File: src/rtl/pfa_pkg.sv
`default_nettype none

package pfa_pkg;

  localparam int unsigned PcWidth = 4;

  // Register indexes of the configuration port.
  localparam logic [1:0] CFG_TOTAL_MEMORY = 2'd0;
  localparam logic [1:0] CFG_FRAME_SIZE   = 2'd1;

  // Result status codes.
  localparam logic [2:0] STATUS_GRANTED     = 3'd0;
  localparam logic [2:0] STATUS_OVER_TOTAL  = 3'd1;
  localparam logic [2:0] STATUS_OVER_REMAIN = 3'd2;
  localparam logic [2:0] STATUS_SHORT       = 3'd3;
  localparam logic [2:0] STATUS_RELEASED    = 3'd4;

  typedef enum logic [3:0] {
    UOP_NOP,
    UOP_LOAD,
    UOP_DIV_INIT,
    UOP_DIV_STEP,
    UOP_NEED,
    UOP_GRANT_INIT,
    UOP_GRANT_STEP,
    UOP_COMMIT,
    UOP_SET_TOTAL,
    UOP_SET_REMAIN,
    UOP_SET_SHORT,
    UOP_REL_INIT,
    UOP_REL_COUNT,
    UOP_EMIT
  } uop_e;

  typedef enum logic [3:0] {
    COND_NEVER,
    COND_ALWAYS,
    COND_NO_INPUT,
    COND_IS_REL,
    COND_OVER_TOTAL,
    COND_OVER_REMAIN,
    COND_DIV_MORE,
    COND_NEED_SHORT,
    COND_NEED_ZERO,
    COND_GRANT_MORE,
    COND_BITS_MORE,
    COND_OUT_BUSY
  } cond_e;

  typedef struct packed {
    uop_e               uop;
    cond_e              cond;
    logic [PcWidth-1:0] target;
  } ctrl_word_t;

  typedef struct packed {
    uop_e uop;
    logic accept;
  } pfa_ctrl_t;

  typedef struct packed {
    logic is_rel;
    logic over_total;
    logic over_remain;
    logic div_more;
    logic need_short;
    logic need_zero;
    logic grant_more;
    logic bits_more;
    logic out_busy;
  } pfa_flags_t;

  localparam logic [PcWidth-1:0] PC_FETCH  = 4'd0;
  localparam logic [PcWidth-1:0] PC_DIV    = 4'd5;
  localparam logic [PcWidth-1:0] PC_GRANT  = 4'd8;
  localparam logic [PcWidth-1:0] PC_COMMIT = 4'd9;
  localparam logic [PcWidth-1:0] PC_TOTAL  = 4'd10;
  localparam logic [PcWidth-1:0] PC_REMAIN = 4'd11;
  localparam logic [PcWidth-1:0] PC_SHORT  = 4'd12;
  localparam logic [PcWidth-1:0] PC_REL    = 4'd13;
  localparam logic [PcWidth-1:0] PC_COUNT  = 4'd14;
  localparam logic [PcWidth-1:0] PC_EMIT   = 4'd15;

  // Microprogram. A taken condition jumps to the target, otherwise the
  // step counter advances; the last step wraps back to the fetch step.
  function automatic ctrl_word_t ucode_rom(logic [PcWidth-1:0] pc);
    ctrl_word_t cw;
    unique case (pc)
      4'd0:  cw = '{UOP_LOAD,       COND_NO_INPUT,    PC_FETCH};
      4'd1:  cw = '{UOP_NOP,        COND_IS_REL,      PC_REL};
      4'd2:  cw = '{UOP_NOP,        COND_OVER_TOTAL,  PC_TOTAL};
      4'd3:  cw = '{UOP_NOP,        COND_OVER_REMAIN, PC_REMAIN};
      4'd4:  cw = '{UOP_DIV_INIT,   COND_NEVER,       PC_FETCH};
      4'd5:  cw = '{UOP_DIV_STEP,   COND_DIV_MORE,    PC_DIV};
      4'd6:  cw = '{UOP_NEED,       COND_NEED_SHORT,  PC_SHORT};
      4'd7:  cw = '{UOP_GRANT_INIT, COND_NEED_ZERO,   PC_COMMIT};
      4'd8:  cw = '{UOP_GRANT_STEP, COND_GRANT_MORE,  PC_GRANT};
      4'd9:  cw = '{UOP_COMMIT,     COND_ALWAYS,      PC_EMIT};
      4'd10: cw = '{UOP_SET_TOTAL,  COND_ALWAYS,      PC_EMIT};
      4'd11: cw = '{UOP_SET_REMAIN, COND_ALWAYS,      PC_EMIT};
      4'd12: cw = '{UOP_SET_SHORT,  COND_ALWAYS,      PC_EMIT};
      4'd13: cw = '{UOP_REL_INIT,   COND_NEVER,       PC_FETCH};
      4'd14: cw = '{UOP_REL_COUNT,  COND_BITS_MORE,   PC_COUNT};
      4'd15: cw = '{UOP_EMIT,       COND_OUT_BUSY,    PC_EMIT};
    endcase
    return cw;
  endfunction

endpackage

`default_nettype wire

File: src/rtl/pfa_datapath.sv
`default_nettype none

module pfa_datapath import pfa_pkg::*; #(
  parameter int unsigned NUM_FRAMES = 16
) (
  input  wire logic        clk_i,
  input  wire logic        rst_ni,
  input  wire pfa_ctrl_t   ctrl_i,
  output pfa_flags_t       flags_o,
  input  wire logic        cfg_we_i,
  input  wire logic [1:0]  cfg_index_i,
  input  wire logic [15:0] cfg_wdata_i,
  input  wire logic        operation_i,
  input  wire logic [15:0] request_size_i,
  input  wire logic [15:0] release_mask_i,
  output logic             out_valid_o,
  input  wire logic        out_stall_i,
  output logic [2:0]       status_o,
  output logic [15:0]      granted_mask_o,
  output logic [4:0]       frame_count_o,
  output logic [11:0]      fragmentation_o,
  output logic [15:0]      memory_left_o,
  output logic [4:0]       frames_left_o
);

  localparam int unsigned CntWidth = $clog2(NUM_FRAMES + 1);

  // Architectural state.
  logic [15:0]           total_q;
  logic [12:0]           frame_size_q;
  logic [NUM_FRAMES-1:0] free_map_q;
  logic [15:0]           remaining_q;
  logic [CntWidth-1:0]   free_count_q;
  logic                  out_valid_q;

  // Working registers of one transaction.
  logic                  op_q;
  logic [15:0]           req_q;
  logic [15:0]           rel_q;
  logic [15:0]           dq_q;
  logic [12:0]           r_q;
  logic [3:0]            div_cnt_q;
  logic [16:0]           need_q;
  logic [CntWidth-1:0]   gcnt_q;
  logic [NUM_FRAMES-1:0] work_q;
  logic [NUM_FRAMES-1:0] grant_q;
  logic [4:0]            count_q;
  logic [11:0]           frag_q;
  logic [2:0]            status_q;

  logic [12:0]           fs_eff;
  logic [13:0]           r_shift;
  logic                  q_bit;
  logic [13:0]           r_sub;
  logic [16:0]           need_calc;
  logic [NUM_FRAMES-1:0] low_bit;
  logic [NUM_FRAMES-1:0] work_dec;
  logic [NUM_FRAMES+15:0] rel_ext;
  logic [NUM_FRAMES-1:0] map_rel;
  logic [16:0]           rel_sum;
  logic [12:0]           frag_diff;
  logic                  emit_load;
  logic [NUM_FRAMES+15:0] grant_ext;
  logic [CntWidth+4:0]   free_ext;

  assign fs_eff    = (frame_size_q == 13'd0) ? 13'd1 : frame_size_q;
  assign r_shift   = {r_q, dq_q[15]};
  assign q_bit     = (r_shift >= {1'b0, fs_eff});
  assign r_sub     = r_shift - {1'b0, fs_eff};
  assign need_calc = {1'b0, dq_q} + {16'd0, (r_q != 13'd0)};
  assign low_bit   = work_q & (~work_q + {{(NUM_FRAMES-1){1'b0}}, 1'b1});
  assign work_dec  = work_q & (work_q - {{(NUM_FRAMES-1){1'b0}}, 1'b1});
  assign rel_ext   = {{NUM_FRAMES{1'b0}}, rel_q};
  assign map_rel   = free_map_q | rel_ext[NUM_FRAMES-1:0];
  assign rel_sum   = {1'b0, remaining_q} + {1'b0, req_q};
  assign frag_diff = fs_eff - r_q;
  assign emit_load = (ctrl_i.uop == UOP_EMIT) && !(out_valid_q && out_stall_i);
  assign grant_ext = {16'd0, grant_q};
  assign free_ext  = {5'd0, free_count_q};

  assign flags_o.is_rel      = op_q;
  assign flags_o.over_total  = (req_q > total_q);
  assign flags_o.over_remain = (req_q > remaining_q);
  assign flags_o.div_more    = (div_cnt_q != 4'd15);
  assign flags_o.need_short  = (need_calc > {{(17-CntWidth){1'b0}}, free_count_q});
  assign flags_o.need_zero   = (need_q == 17'd0);
  assign flags_o.grant_more  = (gcnt_q != {{(CntWidth-1){1'b0}}, 1'b1});
  assign flags_o.bits_more   = (work_dec != '0);
  assign flags_o.out_busy    = out_valid_q && out_stall_i;

  always_ff @(posedge clk_i or negedge rst_ni) begin
    if (!rst_ni) begin
      total_q      <= 16'd500;
      frame_size_q <= 13'd50;
      free_map_q   <= '1;
      remaining_q  <= 16'd500;
      free_count_q <= CntWidth'(NUM_FRAMES);
      out_valid_q  <= 1'b0;
    end else begin
      if (cfg_we_i && (cfg_index_i == CFG_TOTAL_MEMORY)) begin
        total_q     <= cfg_wdata_i;
        remaining_q <= cfg_wdata_i;
      end
      if (cfg_we_i && (cfg_index_i == CFG_FRAME_SIZE)) begin
        frame_size_q <= cfg_wdata_i[12:0];
      end
      unique case (ctrl_i.uop)
        UOP_COMMIT: begin
          free_map_q   <= work_q;
          free_count_q <= free_count_q - need_q[CntWidth-1:0];
          remaining_q  <= remaining_q - req_q;
        end
        UOP_REL_INIT: begin
          free_map_q   <= map_rel;
          free_count_q <= '0;
          remaining_q  <= (rel_sum > {1'b0, total_q}) ? total_q : rel_sum[15:0];
        end
        UOP_REL_COUNT: begin
          if (work_q != '0) begin
            free_count_q <= free_count_q + {{(CntWidth-1){1'b0}}, 1'b1};
          end
        end
        default: begin
        end
      endcase
      if (emit_load) begin
        out_valid_q <= 1'b1;
      end else if (!out_stall_i) begin
        out_valid_q <= 1'b0;
      end
    end
  end

  always_ff @(posedge clk_i) begin
    unique case (ctrl_i.uop)
      UOP_LOAD: begin
        if (ctrl_i.accept) begin
          op_q    <= operation_i;
          req_q   <= request_size_i;
          rel_q   <= release_mask_i;
          grant_q <= '0;
          count_q <= 5'd0;
          frag_q  <= 12'd0;
        end
      end
      UOP_DIV_INIT: begin
        dq_q      <= req_q;
        r_q       <= 13'd0;
        div_cnt_q <= 4'd0;
      end
      UOP_DIV_STEP: begin
        // Restoring division, one quotient bit per step.
        r_q       <= q_bit ? r_sub[12:0] : r_shift[12:0];
        dq_q      <= {dq_q[14:0], q_bit};
        div_cnt_q <= div_cnt_q + 4'd1;
      end
      UOP_NEED: begin
        need_q <= need_calc;
      end
      UOP_GRANT_INIT: begin
        work_q <= free_map_q;
        gcnt_q <= need_q[CntWidth-1:0];
      end
      UOP_GRANT_STEP: begin
        // Take the lowest free frame.
        grant_q <= grant_q | low_bit;
        work_q  <= work_q & ~low_bit;
        gcnt_q  <= gcnt_q - {{(CntWidth-1){1'b0}}, 1'b1};
      end
      UOP_COMMIT: begin
        status_q <= STATUS_GRANTED;
        count_q  <= need_q[4:0];
        if (r_q != 13'd0) begin
          frag_q <= (frag_diff > 13'd4095) ? 12'hFFF : frag_diff[11:0];
        end
      end
      UOP_SET_TOTAL:  status_q <= STATUS_OVER_TOTAL;
      UOP_SET_REMAIN: status_q <= STATUS_OVER_REMAIN;
      UOP_SET_SHORT:  status_q <= STATUS_SHORT;
      UOP_REL_INIT: begin
        status_q <= STATUS_RELEASED;
        work_q   <= map_rel;
      end
      UOP_REL_COUNT: begin
        // Clear the lowest set bit each step to count the free frames.
        work_q <= work_dec;
      end
      default: begin
      end
    endcase
    if (emit_load) begin
      status_o        <= status_q;
      granted_mask_o  <= grant_ext[15:0];
      frame_count_o   <= count_q;
      fragmentation_o <= frag_q;
      memory_left_o   <= remaining_q;
      frames_left_o   <= free_ext[4:0];
    end
  end

  assign out_valid_o = out_valid_q;

endmodule

`default_nettype wire

File: src/rtl/paging_frame_allocator.sv
`default_nettype none

// Paged frame allocator. Each input transaction is either an allocation of
// request_size_i memory units or a release of the frames in release_mask_i,
// and yields exactly one result transaction. A small microprogram steps a
// shared datapath. An allocation is checked against the total and the
// remaining memory, rounded up to frames by the restoring divider and then
// granted frame by frame, lowest free frame first. A release frees the frames
// and then counts the free frames again. The next transaction is taken in
// the cycle after the result is loaded. The output register holds a finished
// result, so a new transaction is taken while the previous result waits; the
// block only waits at its last step when the previous result has not been
// taken yet. Configuration must be written only while the block is idle; the
// block itself does not enforce this. Writing the total memory also refills
// the remaining memory.
module paging_frame_allocator import pfa_pkg::*; #(
  parameter int unsigned NUM_FRAMES = 16
) (
  input  wire logic        clk_i,
  input  wire logic        rst_ni,
  input  wire logic        cfg_we_i,
  input  wire logic [1:0]  cfg_index_i,
  input  wire logic [15:0] cfg_wdata_i,
  input  wire logic        in_valid_i,
  output logic             in_stall_o,
  input  wire logic        operation_i,
  input  wire logic [15:0] request_size_i,
  input  wire logic [15:0] release_mask_i,
  output logic             out_valid_o,
  input  wire logic        out_stall_i,
  output logic [2:0]       status_o,
  output logic [15:0]      granted_mask_o,
  output logic [4:0]       frame_count_o,
  output logic [11:0]      fragmentation_o,
  output logic [15:0]      memory_left_o,
  output logic [4:0]       frames_left_o
);

  logic [PcWidth-1:0] pc_q, pc_d;
  ctrl_word_t         cw;
  pfa_ctrl_t          ctrl;
  pfa_flags_t         flags;
  logic               take;

  assign cw          = ucode_rom(pc_q);
  assign in_stall_o  = (pc_q != PC_FETCH);
  assign ctrl.uop    = cw.uop;
  assign ctrl.accept = in_valid_i && (pc_q == PC_FETCH);

  always_comb begin
    unique case (cw.cond)
      COND_NEVER:       take = 1'b0;
      COND_ALWAYS:      take = 1'b1;
      COND_NO_INPUT:    take = !in_valid_i;
      COND_IS_REL:      take = flags.is_rel;
      COND_OVER_TOTAL:  take = flags.over_total;
      COND_OVER_REMAIN: take = flags.over_remain;
      COND_DIV_MORE:    take = flags.div_more;
      COND_NEED_SHORT:  take = flags.need_short;
      COND_NEED_ZERO:   take = flags.need_zero;
      COND_GRANT_MORE:  take = flags.grant_more;
      COND_BITS_MORE:   take = flags.bits_more;
      COND_OUT_BUSY:    take = flags.out_busy;
      default:          take = 1'b0;
    endcase
    pc_d = take ? cw.target : pc_q + {{(PcWidth-1){1'b0}}, 1'b1};
  end

  always_ff @(posedge clk_i or negedge rst_ni) begin
    if (!rst_ni) begin
      pc_q <= PC_FETCH;
    end else begin
      pc_q <= pc_d;
    end
  end

  pfa_datapath #(
    .NUM_FRAMES(NUM_FRAMES)
  ) u_datapath (
    .clk_i          (clk_i),
    .rst_ni         (rst_ni),
    .ctrl_i         (ctrl),
    .flags_o        (flags),
    .cfg_we_i       (cfg_we_i),
    .cfg_index_i    (cfg_index_i),
    .cfg_wdata_i    (cfg_wdata_i),
    .operation_i    (operation_i),
    .request_size_i (request_size_i),
    .release_mask_i (release_mask_i),
    .out_valid_o    (out_valid_o),
    .out_stall_i    (out_stall_i),
    .status_o       (status_o),
    .granted_mask_o (granted_mask_o),
    .frame_count_o  (frame_count_o),
    .fragmentation_o(fragmentation_o),
    .memory_left_o  (memory_left_o),
    .frames_left_o  (frames_left_o)
  );

endmodule

`default_nettype wire

File: config.mk
export PLATFORM = sky130hd
export DESIGN_NAME = paging_frame_allocator
export DESIGN_NICKNAME = d
export VERILOG_FILES = /design/src/rtl/pfa_pkg.sv /design/src/rtl/pfa_datapath.sv /design/src/rtl/paging_frame_allocator.sv
export SDC_FILE = /design/constraint.sdc
export NUM_CORES = 1
export LEC_CHECK = 0
export BUFFER_PORTS_ARGS = -buffer_cell sky130_fd_sc_hd__buf_4
export CAP_MARGIN = 0
export CORE_MARGIN = 3
export CORE_UTILIZATION = 38
export CTS_CLUSTER_DIAMETER = 50
export DETAILED_ROUTE_END_ITERATION = 16
export GPL_ROUTABILITY_DRIVEN = 0
export GPL_TIMING_DRIVEN = 1
export HOLD_SLACK_MARGIN = 0.06
export RECOVER_POWER = 25
export SLEW_MARGIN = 5
export SYNTH_ARGS = -nofsm -noshare
export SYNTH_HDL_FRONTEND = slang
export SYNTH_SLANG_ARGS = --single-unit
File: constraint.sdc
create_clock -name clk_i -period 6.7 [get_ports clk_i]
set_input_delay 1.34 -clock clk_i [delete_from_list [all_inputs] [get_ports clk_i]]
set_output_delay 1.34 -clock clk_i [all_outputs]
set_load 0.01 [all_outputs]
==> impl_metrics.py, run 1 <==
metrics = {
    "global_route": {
        "grt_usage": 0.188,
        "grt-ovfl-total": 0,
        "grt_pass1_vias": 11500,
        "antenna_found_initial": 0,
        "grt_pass1_wl_um": 65400,
        "grt_max_degree": 51,
    },
    "logic_synthesis": {
        "ys_warn_count": 0,
        "syn_inst": 1483,
        "syn_area_per_cell_um2": 10.6,
        "yosysSeqAreaShare": 0.493,
        "syn_area_mm2": 0.0157,
        "synthesis.nets": 1657,
        "yosysTopAreaCell": "edfxtp_1",
        "async_reset_ff_frac": 0.265,
        "synth_cell_types": 89,
        "ys_ff_latch": 268,
        "yosys-top-cells-area": "edfxtp_1 38%, ha_1 9.0%, dfrtp_1 6.2%",
        "synth_ff_type": "edfxtp_1",
        "synth_top_cell_area_share": 0.377,
        "synth_edf_count": 197,
    },
    "floorplan": {
        "start_util": 0.390,
        "dieArea_mm2": 0.0437,
        "core_area_mm2": 0.0402,
        "die_y_um": 209,
        "io_pins": 115,
        "die-width_um": 209,
        "row_count": 73,
    },
    "finish": {
        "final_common_cell": "edfxtp_1",
        "syn2layout_area_growth_pct": 16.8,
        "final_area_mm2": 0.0183,
        "drive_above_1_share": 0.170,
        "layoutNonFillerInstCount": 2139,
        "mostFrequentLayoutCells": "197 x edfxtp_1, 124 x a21oi_1, 121 x nor2_1, 113 x ha_1, 106 x inv_1",
        "final_nets": 1758,
    },
    "drt": {
        "firstDrtPassIters": 5,
        "drtIter0Drc": 827,
        "vias": 11700,
        "post_drt_wl_per_cell_um": 19.4,
        "ant_nets": 0,
        "wl_um": 41500,
        "drc": 0,
        "vias_per_cell": 5.49,
    },
    "worst_setup_path": {
        "worstPathCellList": "inv_1, fa_1, nor2_1, o311ai_2, o31ai_1, o41ai_4, o311ai_0, ha_1, nand2_1, nor2_1, a21oi_1, a31oi_1, a2bb2oi_1, a211oi_4, buf_4, mux2_2, o21ba_1",
        "startpoint_type": "flip-flop",
        "reg2reg_depth": 17,
        "cp-end-kind": "flip-flop",
        "critPathKind": "flip-flop to flip-flop",
        "crit_fanout": 11,
        "critical_path.slowest_cell": "o311ai_0",
        "crit_path_frequent_cell": "nor2_1",
        "slowest_delay_ns": 0.53,
        "worstPathArrival_ns": 5.32,
        "worstPathRequired_ns": 7.17,
    },
    "power": {
        "power_density_mw_per_mm2": 488,
        "peakVddDrop_uv": 250,
        "p_leak_nw": 7.31,
        "finalPower_w": 0.00894,
    },
    "place": {
        "dp.cells": 2069,
        "post_dp_cell_area_mm2": 0.0171,
        "numPortBuffers": 114,
        "place_hpwl_um": 30400,
        "pre_cts_ws_ns": 1.89,
    },
    "clock_network": {
        "cts_buffers": 38,
        "cts_tree": "done",
        "root_buffer": "clkbuf_16",
        "htree_levels": 2,
        "cts.path.max_buffers": 3,
        "clock_latency_ns": 0.55,
        "hold_buffers": 0,
        "postCtsSetupBuffers": 0,
        "cts-resized-gates": 0,
        "cts.sinks": 268,
        "clk_pin_slew_ns": 0.06,
    },
    "timing": {
        "hold_viol_final": 0,
        "layout_setup_ws_ns": 1.85,
        "fmax_mhz": 206,
        "final.setup_skew_ns": 0.0172,
        "rsz0062_at_grt": "false",
        "setup-violations-final": 0,
        "slew_viol_final": 83,
        "slew_headroom": -0.941,
        "tns_ns": 0,
        "post-route-min-period_ns": 4.85,
        "tightest_slew_ns": 2.91,
        "post-route-period-util": 0.723,
    },
    "run_status": {
        "violations": "max-capacitance violations, max-slew violations",
        "status": "finished with violations",
    },
    "hold_path": {
        "worstHoldPathType": "flip-flop to flip-flop",
        "worstHoldPathCells": 0,
    },
    "run": {
        "maxCapViolCount": 2,
    },
}
-- power by group --
| part | switching, W | internal (W) |
|---|---|---|
| combinational | 0.00239 | 0.00164 |
| sequential | 0.000442 | 0.00245 |
| clock | 0.000785 | 0.00124 |
| total | 0.00361 | 0.00533 |
-- through the flow --
step / hold slack, ns / utilization
after global routing: 0.418 / 0.456
final: 0.416 / 0.456
after global placement: 0.402 / 0.424
after CTS: 0.414 / 0.456
after detailed placement: 0.405 / 0.424
after floorplan: 0.400 / -
-- layout make-up --
cell class                      count  area, µm²
Fill cell                        3775      21900
Antenna cell                        1       2.50
Sequential cell                   268       7730
Tap cell                          525        657
Inverter                          107        402
Clock inverter                     22        240
Clock buffer                       47       1050
Multi-Input combinational cell   1039       7280
Timing Repair Buffer              130        950
-- layer usage --
layer	up-vias	track usage	share of wire
met4	0	0.0721	0.035
met1	5630	0.256	0.45
met5	-	0	0
met3	88	0.0396	0.065
met2	347	0.296	0.45
li1	5681	-	-
-- path summary, 6_finish.rpt --
kind / to / startpoint / slack (ns)
max: u_datapath.remaining_q[8] / u_datapath.req_q[1] / 1.85
min: u_datapath.fragmentation_o[7] / u_datapath.frag_q[7] / 0.42
max reg2reg: u_datapath.remaining_q[8] / u_datapath.req_q[1] / 1.85
min reg2reg: u_datapath.fragmentation_o[7] / u_datapath.frag_q[7] / 0.42
max in group asynchronous: u_datapath.remaining_q[9] / rst_ni / 2.14
min in group asynchronous: pc_q[1] / rst_ni / 1.12
-- critical path: cells and delay by family (launching register included) --
| kind | cells | cell delay [ns] |
|---|---|---|
| compound gates | 9 | 2.30 |
| fa+ha+maj | 2 | 0.83 |
| buf+inv | 2 | 0.47 |
| flops | 1 | 0.42 |
| mux | 1 | 0.36 |
| simple gates | 3 | 0.35 |
-- sequential cells by signal, summed over array words and instances, names as in the netlist, 5 cells and up --
name	flops
u_datapath.rel_q	16
u_datapath.remaining_q	16
u_datapath.frames_left_o	5
u_datapath.dq_q	16
u_datapath.memory_left_o	16
u_datapath.free_map_q	16
u_datapath.total_q	16
u_datapath.r_q	13
u_datapath.gcnt_q	5
u_datapath.need_q	17
u_datapath.frame_count_o	5
u_datapath.free_count_q	5
u_datapath.frag_q	12
u_datapath.granted_mask_o	16
u_datapath.count_q	5
u_datapath.fragmentation_o	12
u_datapath.grant_q	16
u_datapath.work_q	16
u_datapath.req_q	16
u_datapath.frame_size_q	13
-- logic make-up after synthesis --
| group | after synthesis | share of synthesized area |
|---|---|---|
| fa+ha+maj | 119 | 0.0972 |
| buf+inv | 176 | 0.0434 |
| xor+xnor | 69 | 0.0386 |
| mux | 47 | 0.0330 |
| flops | 268 | 0.493 |
| compound gates | 386 | 0.163 |
| simple gates | 418 | 0.131 |
-- Yosys cell counts, types with 4 or more instances --
master / number
or4_1: 4
a211oi_1: 22
clkbuf_1: 53
a22oi_1: 4
dfrtp_1: 39
and2_1: 7
buf_1: 7
nor3_1: 41
nor3b_1: 8
inv_1: 106
o22ai_1: 7
o21bai_1: 7
a221o_1: 14
o21ai_0: 79
or2_2: 6
nor4_1: 8
a21boi_0: 4
o21a_1: 10
nand2_1: 90
mux2_2: 28
or3_1: 11
mux2i_1: 16
xnor2_1: 45
dfstp_2: 32
ha_1: 113
fa_1: 5
a21o_1: 13
nand2b_1: 17
o31ai_1: 9
xor2_1: 24
nand3b_1: 4
nor2_1: 121
and3_1: 14
nand3_1: 45
a21oi_1: 126
o211ai_1: 10
o2bb2ai_1: 6
buf_2: 7
edfxtp_1: 197
nor2b_1: 16
nand4_1: 15
a31oi_1: 17
(Power assumes the default switching activity.)
==> run 2: changes to the inputs <==
==> constraint.sdc (replaced) <==
create_clock -name clk_i -period 4.3 [get_ports clk_i]
set_input_delay 0.86 -clock clk_i [delete_from_list [all_inputs] [get_ports clk_i]]
set_output_delay 0.86 -clock clk_i [all_outputs]
set_load 0.01 [all_outputs]
==> run 2 against run 1 <==
Against the previous run: the run still ends with max-capacitance violations, max-slew violations left; global-route usage down 0.14 points; cell count up 1.8%; die area stayed put; critical path depth up 3; critical path type unchanged; critical endpoint is now u_datapath.remaining_q[2].
==> impl_metrics.py, run 2 (synthesis gave the netlist of run 1 again) <==
metrics = {
    "clock_network": {
        "cts_tree": "done",
        "clock_latency_ns": 0.55,
        "htree_levels": 2,
        "cts.sinks": 268,
        "root_buffer": "clkbuf_16",
        "cts.path.max_buffers": 3,
        "hold_buffers": 0,
        "clk_pin_slew_ns": 0.06,
        "cts_buffers": 39,
    },
    "global_route": {
        "grt-ovfl-total": 0,
        "grt_max_degree": 58,
        "grt_pass1_wl_um": 65100,
        "grt_pass1_vias": 11600,
        "grt_usage": 0.187,
        "antenna_found_initial": 0,
    },
    "finish": {
        "final_common_cell": "edfxtp_1",
        "drive_above_1_share": 0.200,
        "final_nets": 1797,
        "final_area_mm2": 0.0188,
        "antenna_cells": 0,
        "multi_input_area_mm2": 0.00739,
        "syn2layout_area_growth_pct": 19.7,
        "largest-register": "u_datapath.need_q",
        "fill_cells": 3772,
        "mostFrequentLayoutCells": "197 x edfxtp_1, 130 x buf_4, 124 x a21oi_1, 120 x nor2_1, 111 x ha_1",
        "layoutNonFillerInstCount": 2178,
        "ff_latch_area_mm2": 0.00773,
        "largest_reg_flops": 17,
    },
    "floorplan": {
        "io_pins": 115,
        "die_y_um": 209,
        "dieArea_mm2": 0.0437,
        "start_util": 0.390,
        "row_count": 73,
        "core_area_mm2": 0.0402,
        "die-width_um": 209,
    },
    "worst_setup_path": {
        "startpoint": "u_datapath.req_q[2]",
        "startpoint_type": "flip-flop",
        "worstPathRequired_ns": 4.78,
        "reg2reg_from": "u_datapath.req_q[2]",
        "critPathKind": "flip-flop to flip-flop",
        "crit_fanout": 11,
        "worstPathCellList": "inv_1, ha_1, nor2_4, o311ai_4, o31ai_1, buf_4, o41ai_4, buf_4, nand2_1, o311ai_4, ha_1, nand2_1, nor2_1, a21oi_1, a31oi_1, a2bb2oi_2, a211oi_4, buf_12, mux2_2, o21a_1",
        "worstPathArrival_ns": 4.62,
        "cp-end-kind": "flip-flop",
        "slowest_delay_ns": 0.44,
        "critical_path.slowest_cell": "ha_1",
        "reg2reg_depth": 20,
    },
    "power": {
        "p_leak_nw": 7.55,
        "peakVddDrop_uv": 335,
        "power_density_mw_per_mm2": 765,
    },
    "hold_path": {
        "hold_start": "u_datapath.frag_q[1]",
        "worstHoldPathType": "flip-flop to flip-flop",
        "worstHoldPathCells": 0,
    },
    "place": {
        "dp.cells": 2097,
        "post_dp_cell_area_mm2": 0.0173,
        "place_hpwl_um": 30100,
        "numPortBuffers": 114,
        "pre_cts_ws_ns": -0.00853,
    },
    "drt": {
        "vias_per_cell": 5.54,
        "wl_um": 41800,
        "vias": 12100,
        "firstDrtPassIters": 5,
        "drtIter0Drc": 802,
        "post_drt_wl_per_cell_um": 19.2,
        "drc": 0,
        "ant_nets": 0,
    },
    "timing": {
        "slew_viol_final": 53,
        "fmax_mhz": 242,
        "hold_viol_final": 0,
        "hold_ws_ns": 0.412,
        "tightest_slew_ns": 3.34,
        "post-route-period-util": 0.962,
        "setup-violations-final": 0,
        "layout_setup_ws_ns": 0.162,
        "post-route-min-period_ns": 4.14,
        "tns_ns": 0,
        "slew_headroom": -1.23,
        "final.setup_skew_ns": 0.0347,
    },
    "run": {
        "maxCapViolCount": 1,
    },
    "run_status": {
        "status": "finished with violations",
        "violations": "max-capacitance violations, max-slew violations",
    },
}
-- run 2: cell types whose count changed in the layout (fill, tap and decap cells not counted), sizes merged --
cell / delta
inv: +5
diode: -1
buf: +39
clkbuf: -2
clkinvlp: +1
clkinv: -3
-- run 2: path summary, 6_finish.rpt --
path / to / slack, ns
min in group asynchronous: u_datapath.out_valid_o / 1.45
worst min register to register: u_datapath.fragmentation_o[1] / 0.41
worst min-delay path: u_datapath.fragmentation_o[1] / 0.41
worst max-delay path: u_datapath.remaining_q[2] / 0.16
worst max register to register: u_datapath.remaining_q[2] / 0.16
max in group asynchronous: u_datapath.frame_size_q[4] / 0.91
-- run 2: worst max-delay path, delay by kind of cell, from the launching register on --
family                     cells  cell delay, ns
AOI/OAI and AO/OA              9            1.65
adders and majority gates      2            0.74
buffers and inverters          4            0.59
DFF                            1            0.43
muxes                          1            0.33
and+or+nand+nor                4            0.31
-- run 2: metrics by stage --
step,util,total power (W)
final,0.467,0.0144
after global routing,0.467,0.0153
after CTS,0.463,0.0142
after detailed placement,0.430,0.0109
after global placement,0.430,0.0108
after floorplan,-,0.00893
-- run 2: power by group --
group / internal (W) / switching, W / total [W]
Sequential: 0.00381 / 0.000654 / 0.00447
Combinational: 0.00284 / 0.00384 / 0.00668
Clock: 0.00193 / 0.00127 / 0.00320
Total: 0.00859 / 0.00577 / 0.0144
-- run 2: routing by layer --
| metal | vias up | routed length [µm] | global-route usage |
|---|---|---|---|
| li1 | 5750 | - | - |
| met1 | 5873 | 18800 | 0.258 |
| met2 | 373 | 19600 | 0.302 |
| met3 | 73 | 2480 | 0.0345 |
| met4 | 0 | 929 | 0.0522 |
| met5 | - | 0 | 0 |
-- run 2: timing repair --
item,4_1_cts,5_1_grt
pin swaps,0,4
endpoints found under the setup margin,3,30
gates cloned,0,0
gates resized for setup,1,17
buffers inserted,0,10
-- run 2: layout make-up --
cell class	count	area share
multi-input cells	1039	0.394
clock inverters	25	0.0151
inverters	107	0.0214
clock buffers	46	0.0545
well taps	525	0.0350
repair buffers	168	0.0678
flip-flops and latches	268	0.412
